$ cat src/rtl/core/euv_pkg.sv
// ----------------------------------------------------------------------------
// euv_pkg
// Shared constants and types for the encoder unwrap / velocity block.
// ----------------------------------------------------------------------------
`default_nettype none
package euv_pkg;
    localparam int HISTORY_DEPTH_DEF = 5;
    localparam int ANGLE_BITS_DEF    = 14;
    localparam int RAW_W             = 16;
    localparam int ELAPSED_W         = 24;
    localparam int POS_W             = 30;
    localparam int MEAN_W            = 31;
    localparam int VEL_W             = 32;
    localparam int TURN_W            = 16;
    localparam int SUMA_W            = 32;
    localparam int SUMT_W            = 32;
    localparam int SF_W              = 9;
    localparam int SPV_W             = 8;
    localparam int CNT_W             = 8;
    localparam int MAC_W             = 64;

    localparam logic [SF_W-1:0]  SF_RESET  = 9'd128;
    localparam logic [SPV_W-1:0] SPV_RESET = 8'd8;
    localparam logic [SF_W-1:0]  SF_MAX    = 9'd256;
    localparam logic [19:0]      US_PER_S  = 20'd1000000;

    localparam logic [0:0] ACT_SAMPLE = 1'b0;
    localparam logic [0:0] ACT_RESET  = 1'b1;

    localparam logic [0:0] REG_SF  = 1'b0;
    localparam logic [0:0] REG_SPV = 1'b1;

    // Divider request / response
    typedef struct packed {
        logic              start;
        logic [MAC_W-1:0]  dividend;   // magnitude
        logic [SUMT_W-1:0] divisor;
    } t_div_req;

    typedef struct packed {
        logic              done;
        logic [MAC_W-1:0]  quotient;   // magnitude
    } t_div_rsp;
endpackage
`default_nettype wire

$ cat src/rtl/core/euv_if.sv
// ----------------------------------------------------------------------------
// euv_in_if / euv_out_if
// Valid/ready channels carrying sample items and result items.
// ----------------------------------------------------------------------------
`default_nettype none
interface euv_in_if;
    logic        valid;
    logic        ready;
    logic [0:0]  action;
    logic [15:0] raw_word;
    logic [23:0] elapsed_us;
    modport source (output valid, action, raw_word, elapsed_us, input ready);
    modport sink   (input valid, action, raw_word, elapsed_us, output ready);
endinterface

interface euv_out_if;
    logic               valid;
    logic               ready;
    logic signed [30:0] mean_position;
    logic signed [31:0] smoothed_velocity;
    logic signed [15:0] turns;
    logic               velocity_updated;
    logic               sample_taken;
    modport source (output valid, mean_position, smoothed_velocity, turns,
                    velocity_updated, sample_taken, input ready);
    modport sink   (input valid, mean_position, smoothed_velocity, turns,
                    velocity_updated, sample_taken, output ready);
endinterface
`default_nettype wire

$ cat src/rtl/core/encoder_unwrap_velocity.sv
// Item flow: an ignored or reset item runs UNWRAP, MEAN and OUT; a sample runs
// UNWRAP, STORE, SUM, MEAN and OUT; a sample that closes a velocity window adds
// MULV, DIV (64-step divider) and EMA1..EMA3. MEAN walks the stored positions.
// One item at a time: input is held off until the block is back in IDLE and while
// a result waits.
// Reset (i_rst_n, synchronous): model state cleared (history fill to zero), registers to 128 and 8.
// ----------------------------------------------------------------------------
// encoder_unwrap_velocity
// Multi-turn unwrap, position history mean and smoothed velocity.
// ----------------------------------------------------------------------------
`default_nettype none
module encoder_unwrap_velocity #(
    parameter int HISTORY_DEPTH = euv_pkg::HISTORY_DEPTH_DEF,
    parameter int ANGLE_BITS    = euv_pkg::ANGLE_BITS_DEF
) (
    input  wire logic        i_clk,
    input  wire logic        i_rst_n,
    euv_in_if.sink           i_in,
    euv_out_if.source        o_out,
    input  wire logic        psel,
    input  wire logic        penable,
    input  wire logic        pwrite,
    input  wire logic [2:2]  paddr,
    input  wire logic [31:0] pwdata,
    output logic [31:0]      prdata,
    output logic             pready
);
    localparam int HW   = (HISTORY_DEPTH > 1) ? $clog2(HISTORY_DEPTH) : 1;
    localparam int FW   = $clog2(HISTORY_DEPTH + 1);
    localparam int POSW = ANGLE_BITS + euv_pkg::TURN_W;
    localparam int MW   = euv_pkg::MAC_W;
    localparam int SW   = POSW + 5;   // history sum width
    localparam logic [ANGLE_BITS:0]   FULL = (ANGLE_BITS+1)'(1) << ANGLE_BITS;
    localparam logic [ANGLE_BITS:0]   HALF = (ANGLE_BITS+1)'(1) << (ANGLE_BITS-1);

    typedef enum logic [3:0] {
        S_IDLE, S_UNWRAP, S_STORE, S_SUM, S_MULV, S_DIV, S_EMA1, S_EMA2,
        S_EMA3, S_MEAN, S_OUT
    } t_state;

    t_state r_state;
    // configuration
    logic [euv_pkg::SF_W-1:0]  r_sf;
    logic [euv_pkg::SPV_W-1:0] r_spv;
    // model state
    logic [ANGLE_BITS-1:0]     r_prev;
    logic signed [15:0]        r_turns;
    logic [POSW-1:0]           r_hist [HISTORY_DEPTH];
    logic [HW-1:0]             r_wslot;
    logic [FW-1:0]             r_fill;
    logic [7:0]                r_cnt;
    logic signed [31:0]        r_suma;
    logic [31:0]               r_sumt;
    logic signed [31:0]        r_speed;
    // per-item working registers
    logic [0:0]                r_act;
    logic [ANGLE_BITS-1:0]     r_ang;
    logic [23:0]               r_el;
    logic signed [ANGLE_BITS+1:0] r_step;
    logic [HW-1:0]             r_idx;
    logic signed [SW-1:0]      r_hsum;
    logic signed [MW-1:0]      r_acc;
    logic                      r_neg;
    logic signed [31:0]        r_vel;
    logic signed [MW-1:0]      r_prod;
    logic                      r_vupd, r_taken;
    // output register
    logic                      r_ovalid;
    logic signed [30:0]        r_omean;
    logic [FW:0]               r_qcnt;

    euv_pkg::t_div_req w_dreq;
    euv_pkg::t_div_rsp w_drsp;

    euv_div u_div (.i_clk(i_clk), .i_rst_n(i_rst_n), .i_req(w_dreq), .o_rsp(w_drsp));

    // APB
    assign pready = 1'b1;
    always_comb begin
        unique case (paddr[2])
            euv_pkg::REG_SF:  prdata = {23'd0, r_sf};
            default:          prdata = {24'd0, r_spv};
        endcase
    end

    logic [MW-1:0] w_mag;
    assign w_mag = r_acc[MW-1] ? MW'(-r_acc) : MW'(r_acc);

    // divider kick and shared multiply operands
    logic signed [MW-1:0] w_q;
    assign w_q = r_neg ? -$signed(w_drsp.quotient) : $signed(w_drsp.quotient);
    assign w_dreq = '{start: (r_state == S_MULV), dividend: w_mag, divisor: r_sumt};

    logic [8:0] w_a;
    assign w_a = (r_sf > euv_pkg::SF_MAX) ? euv_pkg::SF_MAX : r_sf;

    logic signed [ANGLE_BITS+1:0] w_d;
    assign w_d = $signed({2'b00, r_ang}) - $signed({2'b00, r_prev});

    assign i_in.ready = (r_state == S_IDLE) && !(r_ovalid && !o_out.ready);
    assign o_out.valid             = r_ovalid;
    assign o_out.mean_position     = r_omean;
    assign o_out.smoothed_velocity = r_speed;
    assign o_out.turns             = r_turns;
    assign o_out.velocity_updated  = r_vupd;
    assign o_out.sample_taken      = r_taken;

    // mean divide: restoring, one quotient bit per cycle over sum magnitude
    logic [SW-1:0] w_hmag;
    assign w_hmag = r_hsum[SW-1] ? SW'(-r_hsum) : SW'(r_hsum);
    logic [SW-1:0] r_mq;
    logic [FW:0]   r_mr;
    logic [5:0]    r_mstep;
    logic [FW:0]   w_mshift;
    assign w_mshift = {r_mr[FW-1:0], r_mq[SW-1]};

    always_ff @(posedge i_clk) begin
        if (!i_rst_n) begin
            r_state  <= S_IDLE;
            r_sf     <= euv_pkg::SF_RESET;
            r_spv    <= euv_pkg::SPV_RESET;
            r_prev   <= '0;
            r_turns  <= '0;
            r_wslot  <= '0;
            r_fill   <= '0;
            r_cnt    <= '0;
            r_suma   <= '0;
            r_sumt   <= '0;
            r_speed  <= '0;
            r_ovalid <= 1'b0;
            r_vupd   <= 1'b0;
            r_taken  <= 1'b0;
            r_omean  <= '0;
            r_qcnt   <= '0;
        end else begin
            if (psel && penable && pwrite) begin
                if (paddr[2] == euv_pkg::REG_SF) r_sf <= pwdata[8:0];
                else                              r_spv <= pwdata[7:0];
            end
            if (r_ovalid && o_out.ready) r_ovalid <= 1'b0;
            unique case (r_state)
                S_IDLE: begin
                    if (i_in.valid && i_in.ready) begin
                        r_act   <= i_in.action;
                        r_ang   <= i_in.raw_word[ANGLE_BITS-1:0];
                        r_el    <= i_in.elapsed_us;
                        r_vupd  <= 1'b0;
                        r_taken <= 1'b0;
                        r_state <= S_UNWRAP;
                    end
                end
                S_UNWRAP: begin
                    if (r_act == euv_pkg::ACT_RESET) begin
                        r_turns <= '0;
                        r_state <= S_MEAN;
                    end else if (r_el == '0) begin
                        r_state <= S_MEAN;
                    end else begin
                        r_taken <= 1'b1;
                        if (w_d > $signed({1'b0, HALF})) begin
                            r_step <= w_d - $signed({1'b0, FULL});
                            if (r_turns != 16'sh8000) r_turns <= r_turns - 1'b1;
                        end else if (w_d < -$signed({1'b0, HALF})) begin
                            r_step <= w_d + $signed({1'b0, FULL});
                            if (r_turns != 16'sh7FFF) r_turns <= r_turns + 1'b1;
                        end else begin
                            r_step <= w_d;
                        end
                        r_prev  <= r_ang;
                        r_state <= S_STORE;
                    end
                end
                S_STORE: begin
                    r_hist[r_wslot] <= POSW'($signed({1'b0, r_ang}))
                                     + (POSW'(r_turns) << ANGLE_BITS);
                    r_wslot <= (r_wslot == HW'(HISTORY_DEPTH - 1)) ? '0 : r_wslot + 1'b1;
                    if (r_fill != FW'(HISTORY_DEPTH)) r_fill <= r_fill + 1'b1;
                    r_suma  <= r_suma + 32'(r_step);
                    r_sumt  <= r_sumt + 32'(r_el);
                    r_cnt   <= r_cnt + 1'b1;
                    r_state <= S_SUM;
                end
                S_SUM: begin
                    if (r_cnt >= r_spv) begin
                        r_cnt  <= '0;
                        r_suma <= '0;
                        // time sum feeds the divider kick, cleared there
                        if (r_sumt != '0) begin
                            r_acc   <= MW'(r_suma) * $signed({1'b0, euv_pkg::US_PER_S});
                            r_neg   <= r_suma[31];
                            r_state <= S_MULV;
                        end else begin
                            r_state <= S_MEAN;
                        end
                    end else begin
                        r_state <= S_MEAN;
                    end
                end
                S_MULV: begin
                    r_sumt  <= '0;
                    r_state <= S_DIV;
                end
                S_DIV: begin
                    if (w_drsp.done) begin
                        if (w_q > 64'sh7FFFFFFF)       r_vel <= 32'sh7FFFFFFF;
                        else if (w_q < -64'sh80000000) r_vel <= 32'sh80000000;
                        else                            r_vel <= w_q[31:0];
                        r_state <= S_EMA1;
                    end
                end
                S_EMA1: begin
                    r_prod  <= MW'(r_vel) * $signed({1'b0, w_a});
                    r_state <= S_EMA2;
                end
                S_EMA2: begin
                    r_prod  <= r_prod + MW'(r_speed) * $signed({1'b0, 9'd256 - w_a});
                    r_state <= S_EMA3;
                end
                S_EMA3: begin
                    r_speed <= 32'(r_prod >>> 8);
                    r_vupd  <= 1'b1;
                    r_state <= S_MEAN;
                end
                S_MEAN: begin
                    // walk the history one entry a cycle, then divide by fill
                    if (r_qcnt == '0) begin
                        r_hsum <= '0;
                        r_idx  <= '0;
                        r_qcnt <= (r_fill == '0) ? (FW+1)'(1) : {1'b0, r_fill} + 1'b1;
                        r_mstep <= '0;
                    end else if (r_qcnt != (FW+1)'(1)) begin
                        r_hsum <= r_hsum + SW'($signed(r_hist[r_idx]));
                        r_idx  <= r_idx + 1'b1;
                        r_qcnt <= r_qcnt - 1'b1;
                    end else begin
                        r_mq    <= w_hmag;
                        r_mr    <= '0;
                        r_mstep <= 6'(SW);
                        r_qcnt  <= '0;
                        r_state <= S_OUT;
                    end
                end
                S_OUT: begin
                    if (r_mstep != '0) begin
                        r_mq    <= {r_mq[SW-2:0], (w_mshift >= {1'b0, r_fill})};
                        r_mr    <= (w_mshift >= {1'b0, r_fill}) ?
                                   w_mshift - {1'b0, r_fill} : w_mshift;
                        r_mstep <= r_mstep - 1'b1;
                    end else if (!r_ovalid || o_out.ready) begin
                        if (r_fill == '0)     r_omean <= '0;
                        else if (r_hsum[SW-1]) r_omean <= 31'(-$signed(r_mq));
                        else                   r_omean <= 31'(r_mq);
                        r_ovalid <= 1'b1;
                        r_state  <= S_IDLE;
                    end
                end
                default: r_state <= S_IDLE;
            endcase
        end
    end
endmodule
`default_nettype wire

$ cat src/rtl/core/euv_div.sv
// ----------------------------------------------------------------------------
// euv_div
// Radix-2 restoring divider for unsigned magnitudes, one quotient bit a cycle.
// ----------------------------------------------------------------------------
`default_nettype none
module euv_div (
    input  wire logic             i_clk,
    input  wire logic             i_rst_n,
    input  wire euv_pkg::t_div_req i_req,
    output euv_pkg::t_div_rsp      o_rsp
);
    localparam int N  = euv_pkg::MAC_W;
    localparam int D  = euv_pkg::SUMT_W;
    localparam int CW = $clog2(N + 1);

    logic [N-1:0]  r_quo, n_quo;
    logic [D:0]    r_rem, n_rem;
    logic [D-1:0]  r_dvs;
    logic [CW-1:0] r_cnt;
    logic          r_busy, r_done;
    logic [D:0]    w_shift;

    // one shift-subtract step
    always_comb begin
        w_shift = {r_rem[D-1:0], r_quo[N-1]};
        n_quo   = {r_quo[N-2:0], 1'b0};
        n_rem   = w_shift;
        if (w_shift >= {1'b0, r_dvs}) begin
            n_rem    = w_shift - {1'b0, r_dvs};
            n_quo[0] = 1'b1;
        end
    end

    always_ff @(posedge i_clk) begin
        if (!i_rst_n) begin
            r_busy <= 1'b0;
            r_done <= 1'b0;
            r_cnt  <= '0;
        end else begin
            r_done <= 1'b0;
            if (i_req.start) begin
                r_busy <= 1'b1;
                r_cnt  <= CW'(N);
                r_quo  <= i_req.dividend;
                r_rem  <= '0;
                r_dvs  <= i_req.divisor;
            end else if (r_busy) begin
                r_quo <= n_quo;
                r_rem <= n_rem;
                r_cnt <= r_cnt - 1'b1;
                if (r_cnt == CW'(1)) begin
                    r_busy <= 1'b0;
                    r_done <= 1'b1;
                end
            end
        end
    end

    assign o_rsp = '{done: r_done, quotient: r_quo};
endmodule
`default_nettype wire

$ cat src/flat_wrapper.sv
// flat-port wrapper written by rule: the top's interface ports become plain ports
module encoder_unwrap_velocity_flat 
#(
    parameter int HISTORY_DEPTH = euv_pkg::HISTORY_DEPTH_DEF,
    parameter int ANGLE_BITS    = euv_pkg::ANGLE_BITS_DEF
)
  (i_clk, i_rst_n, psel, penable, pwrite, paddr, pwdata, prdata, pready, i_in_valid, i_in_action, i_in_raw_word, i_in_elapsed_us, i_in_ready, o_out_valid, o_out_mean_position, o_out_smoothed_velocity, o_out_turns, o_out_velocity_updated, o_out_sample_taken, o_out_ready);
  euv_in_if i_in_i ();
  euv_out_if o_out_i ();
  input  wire logic i_clk;
  input  wire logic i_rst_n;
  input  wire logic psel;
  input  wire logic penable;
  input  wire logic pwrite;
  input  wire logic [2:2] paddr;
  input  wire logic [31:0] pwdata;
  output logic [31:0] prdata;
  output logic pready;
  input wire logic [$bits(i_in_i.valid)-1:0] i_in_valid;
  input wire logic [$bits(i_in_i.action)-1:0] i_in_action;
  input wire logic [$bits(i_in_i.raw_word)-1:0] i_in_raw_word;
  input wire logic [$bits(i_in_i.elapsed_us)-1:0] i_in_elapsed_us;
  output wire logic [$bits(i_in_i.ready)-1:0] i_in_ready;
  output wire logic [$bits(o_out_i.valid)-1:0] o_out_valid;
  output wire logic [$bits(o_out_i.mean_position)-1:0] o_out_mean_position;
  output wire logic [$bits(o_out_i.smoothed_velocity)-1:0] o_out_smoothed_velocity;
  output wire logic [$bits(o_out_i.turns)-1:0] o_out_turns;
  output wire logic [$bits(o_out_i.velocity_updated)-1:0] o_out_velocity_updated;
  output wire logic [$bits(o_out_i.sample_taken)-1:0] o_out_sample_taken;
  input wire logic [$bits(o_out_i.ready)-1:0] o_out_ready;
  assign i_in_i.valid = i_in_valid;
  assign i_in_i.action = i_in_action;
  assign i_in_i.raw_word = i_in_raw_word;
  assign i_in_i.elapsed_us = i_in_elapsed_us;
  assign i_in_ready = i_in_i.ready;
  assign o_out_valid = o_out_i.valid;
  assign o_out_mean_position = o_out_i.mean_position;
  assign o_out_smoothed_velocity = o_out_i.smoothed_velocity;
  assign o_out_turns = o_out_i.turns;
  assign o_out_velocity_updated = o_out_i.velocity_updated;
  assign o_out_sample_taken = o_out_i.sample_taken;
  assign o_out_i.ready = o_out_ready;
  encoder_unwrap_velocity #(.HISTORY_DEPTH(HISTORY_DEPTH), .ANGLE_BITS(ANGLE_BITS)) u_core (.i_clk(i_clk), .i_rst_n(i_rst_n), .i_in(i_in_i), .o_out(o_out_i), .psel(psel), .penable(penable), .pwrite(pwrite), .paddr(paddr), .pwdata(pwdata), .prdata(prdata), .pready(pready));
endmodule
$ cat config.mk
export PLATFORM = sky130hd
export DESIGN_NAME = encoder_unwrap_velocity_flat
export DESIGN_NICKNAME = d
export VERILOG_FILES = /design/src/rtl/core/euv_pkg.sv /design/src/rtl/core/euv_if.sv /design/src/rtl/core/encoder_unwrap_velocity.sv /design/src/rtl/core/euv_div.sv /design/src/flat_wrapper.sv
export SDC_FILE = /design/constraint.sdc
export NUM_CORES = 2
export LEC_CHECK = 0
export BUFFER_PORTS_ARGS = -buffer_cell sky130_fd_sc_hd__clkbuf_2
export CAP_MARGIN = 15
export CORE_MARGIN = 2
export CORE_UTILIZATION = 55
export CTS_CLUSTER_SIZE = 28
export DETAILED_ROUTE_END_ITERATION = 12
export GPL_TIMING_DRIVEN = 0
export PLACE_DENSITY = 0.71
export SLEW_MARGIN = 20
export SYNTH_ARGS = -nofsm -noshare
export SYNTH_HDL_FRONTEND = slang
export SYNTH_HIERARCHICAL = 1
export SYNTH_SLANG_ARGS = --single-unit
$ cat constraint.sdc
create_clock -name i_clk -period 12.4 [get_ports i_clk]
set_input_delay 0.62 -clock i_clk [delete_from_list [all_inputs] [get_ports i_clk]]
set_output_delay 0.62 -clock i_clk [all_outputs]
set_load 0.01 [all_outputs]
Word level (Yosys, flattened, before mapping). Memories as Yosys holds them, arrays and structs flattened. A register that Yosys moved wholly into a read port is not among the register bits. Index checks and enable logic that the tools add are counted.

Memories kept: 1. Input bits: 81. Word-level logic and storage cells: 233. Bits in writable memories: 150. Flip-flop bits (word level): 628.

Memories: u_core.r_hist (depth 5, width 30, rd ports 1, clocked after Yosys merged registers in 1, write ports 1, line encoder_unwrap_velocity.sv:48) `logic [POSW-1:0] r_hist [HISTORY_DEPTH];`.

Reduce and logical (&&, ||, !) cells: 48. Multiply operators: 3. Equality and inequality tests: 29. Order comparisons: 8. Add/subtract/negate cells: 25. Bitwise logic cells: 6. Muxes and demuxes: 77.

Operators with widths (count): two-way mux 64 bit (4); two-way mux 35 bit (5); two-way mux 16 bit (8); two-way mux 32 bit (4); negator 64 bit (2); case mux 32 bit (2 select lines) (2); case mux 64 bit (2 select lines) (1); multiplier 32 x 10 -> 42 bit (2); case mux 35 bit (2 select lines) (1); adder 64 bit (1); > comparator 64 x 32 -> 1 bit, second input constant (1); < comparator 64 x 32 -> 1 bit, second input constant (1); two-way mux 31 bit (2); two-way mux 4 bit (13); multiplier 32 x 15 -> 47 bit, second input constant (1); case mux 4 bit (11 select lines) (1); adder 35 x 30 -> 35 bit (1); negator 35 bit (1); greater-or-equal comparator 33 x 32 -> 1 bit (1); adder 32 x 16 -> 32 bit (1); adder 32 x 24 -> 32 bit (1); inequality test 16 bit, second input constant (2); nonzero test 32 bit (1); subtractor 32 bit (1); 58 further kinds (138).

Logic depth before layout (Yosys ltp).
Depth in word-level cells: 7. Mapped depth: 34. Mapped depth without buffers: 29.

Cells and area by module. The synthesis kept the hierarchy.

Modules (own cells, without submodules): encoder_unwrap_velocity (cells an instance 6182, area an instance 59941.2 µm², instances 1); euv_div (cells an instance 589, area an instance 7387.1 µm², instances 1).

Least setup slack after synthesis. Ideal clock, no wire load.

Path kind: reg2reg. Start point: register u_core/r_sf[8] (netlist bit). End point: register u_core.r_prod[38], data pin. Setup time: 268 ps. Path slack: 4436 ps. Buffers on the path: 5. Period minus slack after synthesis: 7964 ps. Stages on the path, launching flop included: 33. Arrival time: 7696 ps. Cells stage by stage: dfxtp_1 clkbuf_1 clkbuf_1 nor2b_1 clkbuf_1 clkbuf_1 inv_1 ha_1 nand2_1 or3_1 xor2_1 clkbuf_1 nand2_1 fa_1 inv_1 fa_1 fa_1 fa_1 inv_1 fa_1 inv_1 ha_1 a21o_1 a21o_1 a221oi_1 nand4b_1 o21a_1 a21oi_1 a221o_1 a311o_1 a21oi_1 xor2_1 mux2i_1.

Word-level cells in the longest chain between the ends: 6.

RTL lines: start, declared (line encoder_unwrap_velocity.sv:43) `logic [euv_pkg::SF_W-1:0] r_sf;`; start signal, assigned (line encoder_unwrap_velocity.sv:120) `r_sf <= euv_pkg::SF_RESET;`; start signal, assigned (line encoder_unwrap_velocity.sv:137) `if (paddr[2] == euv_pkg::REG_SF) r_sf <= pwdata[8:0];`; > comparator 9 bit (line encoder_unwrap_velocity.sv:95) `assign w_a = (r_sf > euv_pkg::SF_MAX) ? euv_pkg::SF_MAX : r_sf;`; two-way mux 9 bit (*) (line encoder_unwrap_velocity.sv:95); subtractor 9 bit (line encoder_unwrap_velocity.sv:216) `r_prod <= r_prod + MW'(r_speed) * $signed({1'b0, 9'd256 - w_a});`; multiplier 32 x 10 -> 42 bit (line encoder_unwrap_velocity.sv:216); adder 64 bit (line encoder_unwrap_velocity.sv:216); case mux 64 bit (2 select lines) (*) (line encoder_unwrap_velocity.sv:141) `unique case (r_state)`; end signal, assigned (line encoder_unwrap_velocity.sv:212) `r_prod <= MW'(r_vel) * $signed({1'b0, w_a});`; end signal, assigned (line encoder_unwrap_velocity.sv:216); end, declared (line encoder_unwrap_velocity.sv:65) `logic signed [MW-1:0] r_prod;`.

Every way passes the cells marked *; elsewhere a longest branch is shown, timed or not. A chain may end at the register's enable or synchronous reset.

Worst setup path after layout.
Start point: register u_core/r_sf[8] (netlist bit). End point: register u_core.r_prod[39], data pin.

Same word-level chain as after synthesis.

==> flow_summary.toml <==
[timing]
fin_tns_setup_ps = 0
relSlewSlack = 0.202
period_share = 0.822
setup_viol = 0
period_needed_ps = 10190
hold_viol = 0
fin_skew_ps = 62.4
setup_slack_ps = 2210
slew_violations = 0
rsz0062_at_grt = "no"
clock.fmax_ghz = 0.0981
worst_slew_pin_slew_ps = 1200

[worst_setup_path]
r2r_slack_ps = 2210
worstPathMaxFanout = 10
crit_path_start_kind = "flop"
worst_r2r_startpoint = "u_core/r_sf[8]"
crit_type = "reg -> reg"
slowest_delay_ps = 670
critPathSlowestCell = "clkbuf_1"
cp-end-kind = "flop"
cp.required_ps = 12830
cp.arrival_ps = 10630
rr_endpoint = "u_core/r_prod[39]"
rr_worst_depth = 30

[pwr]
ir_worst_vdd_mv = 0.139
switching_power_uw = 2700
power_uw = 7950
power.density_mw_per_mm2 = 108
p_clk_frac = 0.335
pwr-share-seq = 0.373
comb_power_share = 0.292
netSwitchingFraction = 0.340
p_int_uw = 5250
leakage_uw = 0.0332

[worst_hold_path]
worstHoldStart = "i_in_elapsed_us[2]"
hp-class = "in -> reg"
whs_path_depth = 1
whs_endpoint = "u_core/r_el[2]"

[clock_tree]
tritoncts = "built"
clockBufferDepth = 3
clkLatencyLatePin_ps = 690
clkTransAtPathRegs_ps = 60
hold_buffers = 0
htreeDepth = 3
numCtsBuffers = 85
ctsResizeCount = 0
root_buffer = "clkbuf_16"
cts_sinks = 746
cts_setup_buffers = 0

[grt]
grt_util_all_layers = 0.276
grt_pass1_vias = 50500
grt_max_degree = 53
grt-ovfl-total = 0
grt_pass1_wl_um = 274000
grt_antenna_before_repair = 2

[die]
die_y_um = 354
die_x_um = 354
io_pins = 197
start_util = 0.554
die_area_sq_mm = 0.125
core_area_sq_mm = 0.122
rows = 128

[detailed_routing]
avgViaCountPerCell = 5.74
ant_nets = 0
highest_layer = "met4"
wl_met2_um = 83900
drc = 0
drtIter0Drc = 4074
drt_first_pass_iters = 5
met3_length_um = 10700
routed_wl_um = 172000
met1_length_um = 70500
dr_total_vias = 50500
wl_per_cell_um = 19.6

[logic_synthesis]
synthDistinctLibCells = 91
synthArstFlopShare = 0
synth_edf_count = 535
ys_ff_latch = 746
yosys_warnings = 6
ys_seq_area_frac = 0.301
avgSynthCellArea_sq_um = 9.94
syn_area_sq_mm = 0.0673
ys.flop_type = "edfxtp_1"
synth_cells = 6771

[placement]
pre_cts_slack_ps = 2400
place_inst = 8625
dp_hpwl_um = 136000
portBuffers = 147
gp_congestion = 0.960

[cells_and_area]
mostFrequentLayoutCells = "inv_1, nand2_1, fa_1"
fin_cells = 8789
nNetsFinal = 8375
final_common_cell = "inv_1"
drive_gt1_frac = 0.0797
area_growth_pct = 9.48

[flow_run]
drv_cap = 0

[run_status]
status = "finished, final reports clean"
==> power groups by stage <==
stage                     Clock, uW  Sequential, uW  Combinational [uW]
after CTS                      2710            2960                2320
final                          2660            2960                2320
after floorplan                   0            2960                1700
after detailed placement          0            3010                2310
after global routing           2800            2970                2610
after global placement            0            3010                2230
==> sequential cells by signal, indices dropped and copies added (netlist names), 35 cells and up, named ones only <==
name                count
u_core/r_hist         150
u_core/r_hsum          35
u_core/r_acc           47
u_core/r_prod          40
u_core/r_mq            35
u_core/u_div/r_quo     64
==> per-stage QoR <==
step,hold WS (ps),area (sq um),util
after CTS,50.2,73700,0.606
after detailed placement,447,70700,0.582
after global placement,443,70200,0.578
final,94.5,73700,0.606
after global routing,68.9,73700,0.606
after floorplan,436,67500,-
==> synthesized netlist by cell type, types with 77 or more instances <==
| master | n | area [sq um] |
|---|---|---|
| nand2_1 | 711 | 2670 |
| a21o_1 | 144 | 1080 |
| nand3_1 | 95 | 475 |
| xnor2_1 | 251 | 2200 |
| nor3_1 | 84 | 420 |
| or3_1 | 77 | 482 |
| and2_1 | 245 | 1530 |
| ha_1 | 557 | 6970 |
| o21ai_0 | 267 | 1340 |
| inv_1 | 885 | 3320 |
| mux2_2 | 105 | 1180 |
| clkbuf_1 | 206 | 773 |
| a21oi_1 | 318 | 1590 |
| fa_1 | 649 | 13000 |
| nor2b_1 | 89 | 557 |
| dfxtp_1 | 211 | 4220 |
| nor2_1 | 331 | 1240 |
| xor2_1 | 167 | 1460 |
| edfxtp_1 | 535 | 16100 |
==> final cells by class <==
class	instances	area (sq um)
fill	10100	47800
multi-input combinational	4895	42800
sequential	746	20300
inverter	886	3330
clock buffer	102	2270
tap	1625	2030
buffer	283	1180
timing repair buffer	191	1110
clock inverter	57	711
antenna	4	10.0
==> cell families (layout without fill, tap and decap cells) <==
kind of cell | count (synthesis) | after routing | synth area share
and+or+nand+nor | 1888 | 1888 | 0.136
adders and majority gates | 1206 | 1206 | 0.296
buffers and inverters | 1169 | 1519 | 0.0670
AOI/OAI and AO/OA | 1164 | 1164 | 0.111
DFF | 746 | 746 | 0.301
xor gates and xnor gates | 418 | 418 | 0.0544
muxes | 178 | 178 | 0.0340
other | 2 | 45 | 0.000112
==> worst max-delay path, delay by kind of cell, from the launching register on <==
| kind | cells | cell delay, ps |
|---|---|---|
| AO/OA/AOI/OAI | 7 | 2000 |
| XOR/XNOR | 1 | 590 |
| adder cells (fa/ha/maj) | 7 | 3230 |
| buffers and inverters | 9 | 2590 |
| flip-flops | 1 | 330 |
| AND/OR/NAND/NOR | 6 | 1210 |
==> routing by layer <==
layer / track usage / vias up
li1: - / 23500
met1: 0.356 / 24900
met2: 0.471 / 1692
met3: 0.0363 / 348
met4: 0.108 / 0
met5: 0 / -
==> worst max path at each step <==
stage                               from                end  slack (ps)  depth (start not counted)
final                     u_core/r_sf[8]  u_core/r_prod[39]        2210                         30
after floorplan           u_core/r_sf[8]  u_core/r_prod[38]        4440                         32
after global routing      u_core/r_sf[8]  u_core/r_prod[39]        1690                         30
after global placement           i_rst_n    u_core/r_mq[24]        1730                          4
after CTS                 u_core/r_sf[8]  u_core/r_prod[38]        2380                         32
after detailed placement  u_core/r_sf[8]  u_core/r_prod[38]        2400                         32
No activity file was read; power rests on OpenSTA's default activity.
